**src/hw/rtl/rrs_pkg.sv**
```systemverilog
// ----------------------------------------------------------------------------
// rrs_pkg: shared types and constants of the rounded-rect shadow pixel block
// Fixed-point widths, register indexes, request types and the exp ROM.
// ----------------------------------------------------------------------------
package rrs_pkg;

  localparam int COORD_BITS      = 11;
  localparam int EXP_TABLE_DEPTH = 256;

  // coordinate divider: numerator (2*pix+1)*2^15 + s/2, quotient in Q.8
  localparam int NUM_W  = COORD_BITS + 16;
  localparam int Q_W    = NUM_W - 8;
  localparam int DIVC_W = Q_W + 11;
  localparam int P_W    = Q_W + 2;

  // distance path
  localparam int SQ_W   = 2 * Q_W + 2;
  localparam int H_W    = SQ_W / 2;
  localparam int D_W    = H_W;
  localparam int N9_W   = 2 * D_W + 4;
  localparam int DEN_W  = 22;

  // exponent t is kept below 2^T_BITS (8.0 in Q.8)
  localparam int T_BITS = 11;
  localparam int AW     = (EXP_TABLE_DEPTH > 1) ? $clog2(EXP_TABLE_DEPTH) : 1;
  localparam int IDX_W  = T_BITS + AW + 2;

  localparam int DIV_LAT  = Q_W + 1;
  localparam int SQRT_LAT = H_W;
  localparam int TDIV_LAT = T_BITS + 1;
  localparam int PIPE_LAT = DIV_LAT + 3 + SQRT_LAT + 3 + TDIV_LAT + 4;

  typedef enum logic [2:0] {
    REG_COLOR  = 3'd0,
    REG_EXTENT = 3'd1,
    REG_RADIUS = 3'd2,
    REG_OFFX   = 3'd3,
    REG_OFFY   = 3'd4,
    REG_SCALE  = 3'd5
  } reg_idx_t;

  typedef struct packed {
    logic [10:0] pixel_x;
    logic [10:0] pixel_y;
  } in_req_t;

  typedef struct packed {
    logic [31:0] pixel_argb;
    logic [7:0]  pixel_alpha;
  } out_req_t;

  typedef logic [16:0] exp_rom_t [EXP_TABLE_DEPTH];

  localparam longint unsigned ONE_Q30 = 64'd1 << 30;

  typedef longint unsigned exp_int_t [8];
  localparam exp_int_t EXP_NEG_INT = '{
    64'd1073741824, 64'd395007542, 64'd145315154, 64'd53458458,
    64'd19666268,   64'd7234816,   64'd2661540,   64'd979126
  };

  // shift-and-subtract quotient, used only while building the table
  function automatic longint unsigned udiv64(longint unsigned num,
                                             longint unsigned dvs);
    longint unsigned q, r;
    q = 64'd0;
    r = 64'd0;
    for (int i = 63; i >= 0; i--) begin
      r = {r[62:0], num[i]};
      if (r >= dvs) begin
        r    = r - dvs;
        q[i] = 1'b1;
      end
    end
    return q;
  endfunction

  // exp(-8k/depth) in Q.16, series evaluated in Q.30 at elaboration
  function automatic exp_rom_t build_exp_rom();
    exp_rom_t rom;
    longint unsigned tq, ip, f, sum, term, inv, val;
    logic stop;
    for (int k = 0; k < EXP_TABLE_DEPTH; k++) begin
      tq   = udiv64(longint'(k) << 33, 64'(EXP_TABLE_DEPTH));
      ip   = (tq >> 30) & 64'd7;
      f    = tq & (ONE_Q30 - 64'd1);
      sum  = ONE_Q30;
      term = ONE_Q30;
      stop = 1'b0;
      for (int n = 1; n <= 24; n++) begin
        if (!stop) begin
          term = udiv64((term * f) >> 30, 64'(n));
          if (term == 64'd0) begin
            stop = 1'b1;
          end else begin
            sum = sum + term;
          end
        end
      end
      inv    = udiv64(64'd1 << 60, sum);
      val    = (inv * EXP_NEG_INT[ip[2:0]]) >> 30;
      rom[k] = 17'((val + (64'd1 << 13)) >> 14);
    end
    return rom;
  endfunction

  localparam exp_rom_t EXP_ROM = build_exp_rom();

endpackage

```
**src/hw/rtl/rrs_coord_div.sv**
```systemverilog
// ----------------------------------------------------------------------------
// rrs_coord_div: sample point of one axis
// Pipelined restoring divider, one quotient bit per stage: p = round(num / s).
// ----------------------------------------------------------------------------
module rrs_coord_div (
  input  logic                           clk,
  input  logic                           en,
  input  logic [rrs_pkg::COORD_BITS-1:0] pix,
  input  logic [10:0]                    s,
  output logic [rrs_pkg::Q_W-1:0]        p
);

  logic [rrs_pkg::NUM_W-1:0] rem [rrs_pkg::Q_W+1];
  logic [rrs_pkg::Q_W-1:0]   quo [rrs_pkg::Q_W+1];

  always_ff @(posedge clk) begin
    if (en) begin
      rem[0] <= (rrs_pkg::NUM_W'({pix, 1'b1}) << 15) + rrs_pkg::NUM_W'(s >> 1);
      quo[0] <= '0;
      for (int j = 1; j <= rrs_pkg::Q_W; j++) begin
        if (rrs_pkg::DIVC_W'(rem[j-1]) >= (rrs_pkg::DIVC_W'(s) << (rrs_pkg::Q_W - j))) begin
          rem[j] <= rrs_pkg::NUM_W'(rrs_pkg::DIVC_W'(rem[j-1])
                    - (rrs_pkg::DIVC_W'(s) << (rrs_pkg::Q_W - j)));
          quo[j] <= quo[j-1] | (rrs_pkg::Q_W'(1) << (rrs_pkg::Q_W - j));
        end else begin
          rem[j] <= rem[j-1];
          quo[j] <= quo[j-1];
        end
      end
    end
  end

  assign p = quo[rrs_pkg::Q_W];

endmodule

```
**config.mk**
```make
export PLATFORM = sky130hd
export DESIGN_NAME = rrs_coord_div
export DESIGN_NICKNAME = d
export VERILOG_FILES = /design/src/hw/rtl/rrs_pkg.sv /design/src/hw/rtl/rrs_coord_div.sv
export SDC_FILE = /design/constraint.sdc
export NUM_CORES = 1
export LEC_CHECK = 0
export BUFFER_PORTS_ARGS = -buffer_cell sky130_fd_sc_hd__buf_2
export CAP_MARGIN = 20
export CORE_UTILIZATION = 58
export CTS_CLUSTER_SIZE = 14
export DETAILED_ROUTE_END_ITERATION = 8
export GPL_TIMING_DRIVEN = 0
export PLACE_DENSITY_LB_ADDON = 0.15
export SKIP_CTS_REPAIR_TIMING = 1
export SYNTH_ARGS = -nofsm -noshare
export SYNTH_HDL_FRONTEND = slang
export SYNTH_SLANG_ARGS = --single-unit
```
**constraint.sdc**
```tcl
create_clock -name clk -period 3.6 [get_ports clk]
set_clock_uncertainty 0.2 [all_clocks]
set_input_delay 0.72 -clock clk [delete_from_list [all_inputs] [get_ports clk]]
set_output_delay 0.72 -clock clk [all_outputs]
set_load 0.1 [all_outputs]
```
==> flow_summary.ini <==
[route]
postRouteAntennaNets = 0
drc = 0
drtPass1Iterations = 6
viasPerCell = 6.06
route.detailed.wl_per_inst_um = 20.9
routed_wl_um = 78600
dr.first_iter.drc_count = 1742
vias = 22800

[timing]
setup_violations = 0
min_period_over_period_pct = 97.4
setup_slack_ns = 0.0947
min_period_ns = 3.51
tightest_slew_ns = 0.898
clock.fmax_ghz = 0.285
maxSlewViolCount = 0
slew_headroom_pct = 40.1
rsz0062_at_grt = true
hold_viol_final = 0

[placed_design]
dp_hpwl_um = 56500
gp_congestion = 0.881
portBuffers = 42
placedCellCount = 3598
place_ws_ns = -2.14

[synthesis]
seq_area_frac_synth_pct = 58.4
synth_cells = 2771
synth_most_common_cell = edfxtp_1
synthTopCellsByCount = 664 x edfxtp_1, 218 x nor2_1, 205 x ha_1, 194 x nand2_1, 184 x a21oi_1
synth_largest_area_cell = edfxtp_1
ys.flop_type = edfxtp_1
syn-cell-area_um2 = 34100
ys_top_cells_by_area = edfxtp_1 58%, ha_1 7.5%, xor2_1 3.6%, a21oi_1 2.7%, o21ai_0 2.6%
syn_avg_cell_area_um2 = 12.3
synth_edf_count = 664
ys_ff_latch = 664
synthArstFlopShare_pct = 0
synth_top_area_share_pct = 58.4
synth_warnings = 0
synth_cell_type_count = 75
synth_nets = 3018

[critical_path]
cp_max_fo = 10
cpPeakStageDelay_ns = 0.61
cp_top_family = simple AND/OR/NAND/NOR gates
reg2reg_slack_ns = 0.16
rr_startpoint = rem[14][17]$_DFFE_PP_
cp_data_arrival_time_ns = 3.65
startpoint = s[10]
path_class = input port to flip-flop
end_kind = flip-flop
start_kind = input port
required_ns = 3.74
worstPathCellList = buf_2, clkinvlp_4, buf_12, buf_4, ha_4, or2_4, or4_4, or3_4, a2111oi_4, buf_6, mux2i_1, a21oi_1
crit_buf_inv = 5
critical-path-slowest-cell = a2111oi_4

[power]
p_int_mw = 18.6
combinationalPowerShare_pct = 29.1
switchingPower_mw = 8.62
vdd_drop_max_uv = 484
p_sw_share_pct = 31.7
clkPwrFrac_pct = 28.0
powerDensity_nw_per_um2 = 703
power.share.sequential_pct = 42.9
leakage_nw = 14.1

[hold_path]
hp-start = pix[10]
hp-class = input port to flip-flop

[die]
io_pins = 43
core_area_um2 = 57900
die-area_um2 = 59800
die_h_um = 245
placementRows = 88
initial_utilization_pct = 59.0
dieWidth_um = 245

[clock_network]
cts_buffers = 72
clk_pin_slew_worst_paths_ns = 0.06
clock_latency_ns = 0.60
clock-sinks = 664
clockBufferDepth = 3
cts_tree = done
root_buffer = clkbuf_16
h-tree-depth = 3

[grt]
grt_max_degree = 39
grt.overflow.total = 0
groute.usage.overall_pct = 26.2
antenna_found_initial = 1
grt_pass1_wl_um = 122000
grt_pass1_vias = 22200

[layout]
instances_no_fill = 3760
regArea_um2 = 19900
multi_input_area_um2 = 13600
fin_nets = 3185
area_delta_synth_final_pct = 13.4
drive_above_1_share_pct = 11.5
n_fill_cell = 4237

[job]
maxCapViolCount = 0

[status]
status = finished clean
## layout make-up
| cell class | instances | share of cell area [%] |
|---|---|---|
| Timing Repair inverter | 1 | 0.0194 |
| Clock buffer | 87 | 4.91 |
| Multi-Input combinational cell | 1937 | 35.2 |
| Tap cell | 765 | 2.47 |
| Clock inverter | 43 | 1.40 |
| Antenna cell | 1 | 0.00646 |
| Timing Repair Buffer | 93 | 2.53 |
| Sequential cell | 664 | 51.5 |
| Buffer | 79 | 1.06 |
| Inverter | 90 | 0.963 |
## registers in the layout, summed over array words and instances (netlist names)
register  flops
quo         190
rem         474
## power groups by stage
stage | registers [mW] | clock network (mW) | logic, mW
CTS | 11.7 | 7.74 | 7.72
detailed placement | 11.8 | 0 | 7.64
finish | 11.7 | 7.62 | 7.91
floorplan | 11.3 | 0 | 5.98
global route | 11.8 | 8.03 | 8.77
global placement | 11.8 | 0 | 7.40
## cell usage in the layout, fill, tap and decap left out, types with 12 or more instances in the layout
cell type   instances
buf_12             15
o21a_1             46
xnor2_1            93
o21ai_0           173
buf_4              43
fa_1               17
nor4b_1            20
o31ai_1            17
or4_1              16
nor2_1            217
nand4b_1           14
a211oi_1           21
bufinv_16          12
nor2b_1            42
nand4_1            28
nor3_1             70
clkbuf_1           44
xor2_1            139
inv_1              79
clkbuf_2           25
ha_1              204
edfxtp_1          664
a21o_1             44
nor4_1             53
buf_2              42
nand2_1           194
or3_1              20
o211ai_1           14
clkbuf_16          74
mux2_2             40
a21oi_1           182
o21bai_1           12
nand2b_1           46
clkinvlp_4         12
nand3_1            33
o31a_1             12
and3_1             14
clkinv_1           14
## worst paths after layout
path                            to  cells after the start
max          rem[15][11]$_DFFE_PP_                     12
min           rem[0][26]$_DFFE_PP_                      1
max reg2reg  rem[15][11]$_DFFE_PP_                      7
min reg2reg    rem[3][0]$_DFFE_PP_                      0
## logic make-up (layout without fill, tap and decap cells)
logic type                 count (synthesis)  count (layout)  synth area share, %
and+or+nand+nor                          826             826                 12.3
DFF                                      664             664                 58.4
AOI/OAI and AO/OA                        607             607                 11.1
xor gates and xnor gates                 232             232                 5.95
adders and majority gates                223             223                 8.57
buffers and inverters                    170             393                 2.11
muxes                                     49              49                 1.58
other                                      0               1                    0
## metrics by stage
| step | utilization, % | cell area, um^2 | power (mW) | hold slack [ns] | TNS, ns |
|---|---|---|---|---|---|
| after floorplan | - | 34200 | 17.3 | 0.200 | 0 |
| after global placement | 61.0 | 35300 | 19.2 | 0.201 | -1860.48 |
| after detailed placement | 61.8 | 35800 | 19.4 | 0.205 | -1066.66 |
| after CTS | 66.0 | 38200 | 27.1 | 0.0541 | -479.77 |
| after global routing | 66.9 | 38700 | 28.6 | 0.0611 | -0.337 |
| final | 66.9 | 38700 | 27.2 | 0.0862 | 0 |
## metal layers
metal | global-route usage (%) | up-vias | share of wire, %
met5 | 0 | - | 0
met3 | 3.75 | 173 | 4.6
met4 | 9.06 | 0 | 3.2
met2 | 43.8 | 646 | 49
met1 | 35.1 | 11100 | 44
li1 | - | 10800 | -
Power figures use the tool's default switching activity.
