[src/hw/rtl/rrs_pkg.sv]
// ----------------------------------------------------------------------------
// rrs_pkg: shared types and constants of the rounded-rect shadow pixel block
// Fixed-point widths, register indexes, request types and the exp ROM.
// ----------------------------------------------------------------------------
package rrs_pkg;

  localparam int COORD_BITS      = 11;
  localparam int EXP_TABLE_DEPTH = 256;

  // coordinate divider: numerator (2*pix+1)*2^15 + s/2, quotient in Q.8
  localparam int NUM_W  = COORD_BITS + 16;
  localparam int Q_W    = NUM_W - 8;
  localparam int DIVC_W = Q_W + 11;
  localparam int P_W    = Q_W + 2;

  // distance path
  localparam int SQ_W   = 2 * Q_W + 2;
  localparam int H_W    = SQ_W / 2;
  localparam int D_W    = H_W;
  localparam int N9_W   = 2 * D_W + 4;
  localparam int DEN_W  = 22;

  // exponent t is kept below 2^T_BITS (8.0 in Q.8)
  localparam int T_BITS = 11;
  localparam int AW     = (EXP_TABLE_DEPTH > 1) ? $clog2(EXP_TABLE_DEPTH) : 1;
  localparam int IDX_W  = T_BITS + AW + 2;

  localparam int DIV_LAT  = Q_W + 1;
  localparam int SQRT_LAT = H_W;
  localparam int TDIV_LAT = T_BITS + 1;
  localparam int PIPE_LAT = DIV_LAT + 3 + SQRT_LAT + 3 + TDIV_LAT + 4;

  typedef enum logic [2:0] {
    REG_COLOR  = 3'd0,
    REG_EXTENT = 3'd1,
    REG_RADIUS = 3'd2,
    REG_OFFX   = 3'd3,
    REG_OFFY   = 3'd4,
    REG_SCALE  = 3'd5
  } reg_idx_t;

  typedef struct packed {
    logic [10:0] pixel_x;
    logic [10:0] pixel_y;
  } in_req_t;

  typedef struct packed {
    logic [31:0] pixel_argb;
    logic [7:0]  pixel_alpha;
  } out_req_t;

  typedef logic [16:0] exp_rom_t [EXP_TABLE_DEPTH];

  localparam longint unsigned ONE_Q30 = 64'd1 << 30;

  typedef longint unsigned exp_int_t [8];
  localparam exp_int_t EXP_NEG_INT = '{
    64'd1073741824, 64'd395007542, 64'd145315154, 64'd53458458,
    64'd19666268,   64'd7234816,   64'd2661540,   64'd979126
  };

  // shift-and-subtract quotient, used only while building the table
  function automatic longint unsigned udiv64(longint unsigned num,
                                             longint unsigned dvs);
    longint unsigned q, r;
    q = 64'd0;
    r = 64'd0;
    for (int i = 63; i >= 0; i--) begin
      r = {r[62:0], num[i]};
      if (r >= dvs) begin
        r    = r - dvs;
        q[i] = 1'b1;
      end
    end
    return q;
  endfunction

  // exp(-8k/depth) in Q.16, series evaluated in Q.30 at elaboration
  function automatic exp_rom_t build_exp_rom();
    exp_rom_t rom;
    longint unsigned tq, ip, f, sum, term, inv, val;
    logic stop;
    for (int k = 0; k < EXP_TABLE_DEPTH; k++) begin
      tq   = udiv64(longint'(k) << 33, 64'(EXP_TABLE_DEPTH));
      ip   = (tq >> 30) & 64'd7;
      f    = tq & (ONE_Q30 - 64'd1);
      sum  = ONE_Q30;
      term = ONE_Q30;
      stop = 1'b0;
      for (int n = 1; n <= 24; n++) begin
        if (!stop) begin
          term = udiv64((term * f) >> 30, 64'(n));
          if (term == 64'd0) begin
            stop = 1'b1;
          end else begin
            sum = sum + term;
          end
        end
      end
      inv    = udiv64(64'd1 << 60, sum);
      val    = (inv * EXP_NEG_INT[ip[2:0]]) >> 30;
      rom[k] = 17'((val + (64'd1 << 13)) >> 14);
    end
    return rom;
  endfunction

  localparam exp_rom_t EXP_ROM = build_exp_rom();

endpackage

[src/hw/rtl/rrs_isqrt.sv]
// ----------------------------------------------------------------------------
// rrs_isqrt: pipelined integer square root
// One result bit per stage, floor(sqrt(v)).
// ----------------------------------------------------------------------------
module rrs_isqrt (
  input  logic                     clk,
  input  logic                     en,
  input  logic [rrs_pkg::SQ_W-1:0] v,
  output logic [rrs_pkg::H_W-1:0]  r
);

  localparam int K = rrs_pkg::H_W;

  logic [rrs_pkg::SQ_W-1:0] vv [K+1];
  logic [rrs_pkg::SQ_W-1:0] rr [K+1];

  assign vv[0] = v;
  assign rr[0] = '0;

  for (genvar k = 1; k <= K; k++) begin : g_step
    always_ff @(posedge clk) begin
      if (en) begin
        if (vv[k-1] >= rrs_pkg::SQ_W'(rr[k-1] + (rrs_pkg::SQ_W'(1) << (2 * (K - k))))) begin
          vv[k] <= rrs_pkg::SQ_W'(vv[k-1] - rr[k-1] - (rrs_pkg::SQ_W'(1) << (2 * (K - k))));
          rr[k] <= rrs_pkg::SQ_W'((rr[k-1] >> 1) + (rrs_pkg::SQ_W'(1) << (2 * (K - k))));
        end else begin
          vv[k] <= vv[k-1];
          rr[k] <= rr[k-1] >> 1;
        end
      end
    end
  end

  assign r = rrs_pkg::H_W'(rr[K]);

endmodule
[config.mk]
export PLATFORM = sky130hd
export DESIGN_NAME = rrs_isqrt
export DESIGN_NICKNAME = d
export VERILOG_FILES = /design/src/hw/rtl/rrs_pkg.sv /design/src/hw/rtl/rrs_isqrt.sv
export SDC_FILE = /design/constraint.sdc
export NUM_CORES = 2
export LEC_CHECK = 0
export BUFFER_PORTS_ARGS = -buffer_cell sky130_fd_sc_hd__buf_2
export CAP_MARGIN = 10
export CORE_MARGIN = 2
export CORE_UTILIZATION = 56
export DETAILED_ROUTE_END_ITERATION = 8
export PLACE_DENSITY = 0.75
export SETUP_SLACK_MARGIN = 0.2
export SYNTH_ARGS = -nofsm -noshare
export SYNTH_HDL_FRONTEND = slang
export SYNTH_SLANG_ARGS = --single-unit
[constraint.sdc]
create_clock -name clk -period 10.8 [get_ports clk]
set_input_delay 1.62 -clock clk [delete_from_list [all_inputs] [get_ports clk]]
set_output_delay 1.62 -clock clk [all_outputs]
set_load 0.005 [all_outputs]
==> out/summary.log <==
qor: yosys.synth_commonest_cells 1193 x inv_1, 1026 x ha_1, 970 x edfxtp_1, 739 x a21oi_1, 674 x nor2_1
qor: yosys.postSynthCellCount 8134
qor: clock_tree.post_cts_buffers 0
qor: worst_setup_path.endpoint_kind register
qor: placement.routabilityCongestion 0.907
qor: worst_setup_path.cp_max_fo 5
qor: clock_tree.clock_slew_at_reported_path_ffs 0.06 ns
qor: global_routing.via_count_of_the_first_global_routing_pass 54900
qor: global_routing.grt.total_usage 0.238
qor: worst_setup_path.r2r_slack 6.51 ns
qor: worst_setup_path.slowest_stage a2111oi_0
qor: cells_and_area.fill_cells 11100
qor: worst_setup_path.cpPeakStageDelay 0.87 ns
qor: worst_setup_path.path_cells inv_1, ha_1, a21oi_1, o21ai_0, a221oi_1, o21ai_0, a2111oi_0, nor2_1, o21ai_0, a211oi_1, a211oi_1, mux2i_1
qor: placement.numPortBuffers 61
qor: routing.drt-initial-drc-count 3841
qor: timing.report.final.setup_viol 0
qor: timing.unrepaired_setup_endpoints_after_global_routing false
qor: worst_hold_path.worstHoldPathCells 0
qor: clock_tree.cts_max_level 3
qor: clock_tree.clk_latency 0.76 ns
qor: timing.fin_crit 4.29 ns
qor: routing.routedWlPerCell 16.6 um
qor: worst_hold_path.worst_hold_path.endpoint vv[720]
qor: floorplan.initial_core_util 0.565
qor: worst_setup_path.worst-r2r-cell-count 12
qor: yosys.synth_nets 9202
qor: worst_setup_path.crit-reg2reg-capture vv[677]
qor: worst_setup_path.cp_data_required_time 11.29 ns
qor: timing.worst-slew-pin-transition 1.24 ns
qor: worst_setup_path.critPathKind register to register
qor: timing.report.final.hold_viol_count 0
qor: worst_setup_path.arrival 4.78 ns
qor: worst_hold_path.min_path_type register to register
qor: routing.postRouteAntennaNets 0
qor: global_routing.pin_count_of_the_biggest_net_entering_global_routing 202
qor: yosys.synth.most_common_cell inv_1
qor: clock_tree.max-clock-path-buffers 3
qor: routing.route.final.wire_length 166 mm
qor: timing.clock.fmax 233 MHz
qor: cells_and_area.n_antenna_cell 0
qor: yosys.synth_area_per_cell 9.29 um2
qor: timing.fin_crit_sh 0.397
qor: cells_and_area.nets 9208
qor: timing.slew_viol_final 0
qor: yosys.yosysSeqAreaShare 0.386
qor: run_status.run_status completed
qor: floorplan.design.portCount 62
qor: clock_tree.cts_inserted_buffers 110
qor: yosys.mapped_area 75600 um2
qor: routing.remaining_drc_errors 0
qor: floorplan.core_area 134000 um2
qor: routing.vias 56900
qor: clock_tree.ctsRootBufferMaster clkbuf_16
qor: clock_tree.cts_tree built
qor: clock_tree.cts_hold_repair.buffers 0
qor: yosys.synthTopCellsByArea edfxtp_1 39%, ha_1 17%, inv_1 5.9%
qor: yosys.synth.yosys.warnings 0
qor: floorplan.fp.dieArea 138000 um2
qor: clock_tree.cts_sinks 970
qor: global_routing.grt_antenna_before_repair 0
qor: floorplan.fp.dieH 371 um
qor: timing.final_setup_tns 0 ns
qor: timing.timing.max_slew.rel_slack 0.173
qor: yosys.synth_enable_flop_cells 970
qor: placement.hpwl 126 mm
qor: yosys.synth_seq_cells 970
qor: routing.avgViaCountPerCell 5.69
qor: worst_hold_path.timing.hold.worst.start vv[760]
qor: worst_setup_path.cp-start-kind register
qor: floorplan.rows 134
qor: global_routing.global_route.overflow_total 0
qor: run.cap_violations 0
qor: yosys.synth.largest_area_cell edfxtp_1
qor: clock_tree.post_cts_resized 0
qor: routing.drt_first_pass_iters 7
qor: floorplan.floorplan.die.width 371 um
qor: yosys.yosys.cell_types.count 93
qor: cells_and_area.syn_to_layout_area_delta 7.70%
qor: cells_and_area.drive_above_1_share 0.0429
qor: yosys.synth-main-ff-cell edfxtp_1
qor: timing.skew 0.0486 ns
qor: yosys.postSynth.asyncResetShare 0
qor: worst_setup_path.path_common_cell o21ai_0
qor: worst_setup_path.rr_startpoint vv[684]
qor: global_routing.grt_first_pass_wirelength 273 mm
qor: yosys.netlist.area_leader.share 0.386
==> state kept, by name (all words and copies together), names as in the netlist <==
name and count:
vv 760, r 20, rr 190
==> logic make-up after synthesis <==
group | count (synthesis) | synth area share
muxes | 23 | 0.00320
buffers and inverters | 1391 | 0.0702
adders and majority gates | 1026 | 0.170
DFF | 970 | 0.386
and+or+nand+nor | 2063 | 0.132
xor gates and xnor gates | 634 | 0.0735
AOI/OAI and AO/OA | 2027 | 0.165
==> cells in the final DEF, fill, tap and decap left out, types with 133 or more instances in the layout <==
master | synthesis | final
inv_1 | 1193 | 1193
a21oi_1 | 739 | 739
nand2_1 | 522 | 521
edfxtp_1 | 970 | 970
xor2_1 | 290 | 290
nand2b_1 | 133 | 133
a21o_1 | 161 | 161
nor2_1 | 674 | 674
o21ai_0 | 503 | 502
ha_1 | 1026 | 1026
xnor2_1 | 344 | 344
==> worst max path at each step <==
stage / from / end / slack [ns]
6_report: vv[684] / vv[677] / 6.51
5_1_grt: vv[681] / vv[674] / 6.24
4_1_cts: vv[681] / vv[674] / 6.60
3_5_place_dp: en / rr[44] / 6.32
3_3_place_gp: en / rr[44] / 6.39
2_1_floorplan: rr[86] / vv[67] / 7.36
==> critical path, delay by kind of cell (launching register included) <==
family	cells	cell delay [ns]
and+or+nand+nor	1	0.21
buffers and inverters	1	0.11
DFF	1	0.39
adders and majority gates	1	0.28
AOI/OAI and AO/OA	8	2.97
muxes	1	0.11
==> per-stage QoR <==
| step | area, um2 | worst slack, ns | hold WS [ns] | std cells | util |
|---|---|---|---|---|---|
| floorplan | 75600 | 7.36 | 0.400 | 8134 | - |
| global placement | 77600 | 6.39 | 0.401 | 9795 | 0.581 |
| detailed placement | 77600 | 6.32 | 0.407 | 9795 | 0.581 |
| CTS | 81400 | 6.60 | 0.418 | 9998 | 0.609 |
| global route | 81400 | 6.24 | 0.425 | 9999 | 0.609 |
| finish | 81400 | 6.51 | 0.414 | 9999 | 0.609 |
==> area by class of cell <==
| type | count | area, um2 | area share |
|---|---|---|---|
| clock buffers | 127 | 2820 | 0.0346 |
| inverters | 1197 | 4490 | 0.0552 |
| clock inverters | 76 | 922 | 0.0113 |
| flip-flops and latches | 970 | 29100 | 0.358 |
| multi-input cells | 5773 | 41200 | 0.507 |
| repair buffers | 88 | 581 | 0.00713 |
| well taps | 1768 | 2210 | 0.0272 |
==> per-layer routing <==
layer  up-vias  track usage  share of wire
met3       296       0.0275          0.045
met2      1246        0.417           0.49
met5         -            0              0
met1     27000        0.305           0.44
li1      28300            -              -
met4         0       0.0789          0.028
Power is left out: the tool's default activity adds up to more than one toggle a clock period on the data nets, which glitch-free logic cannot reach.
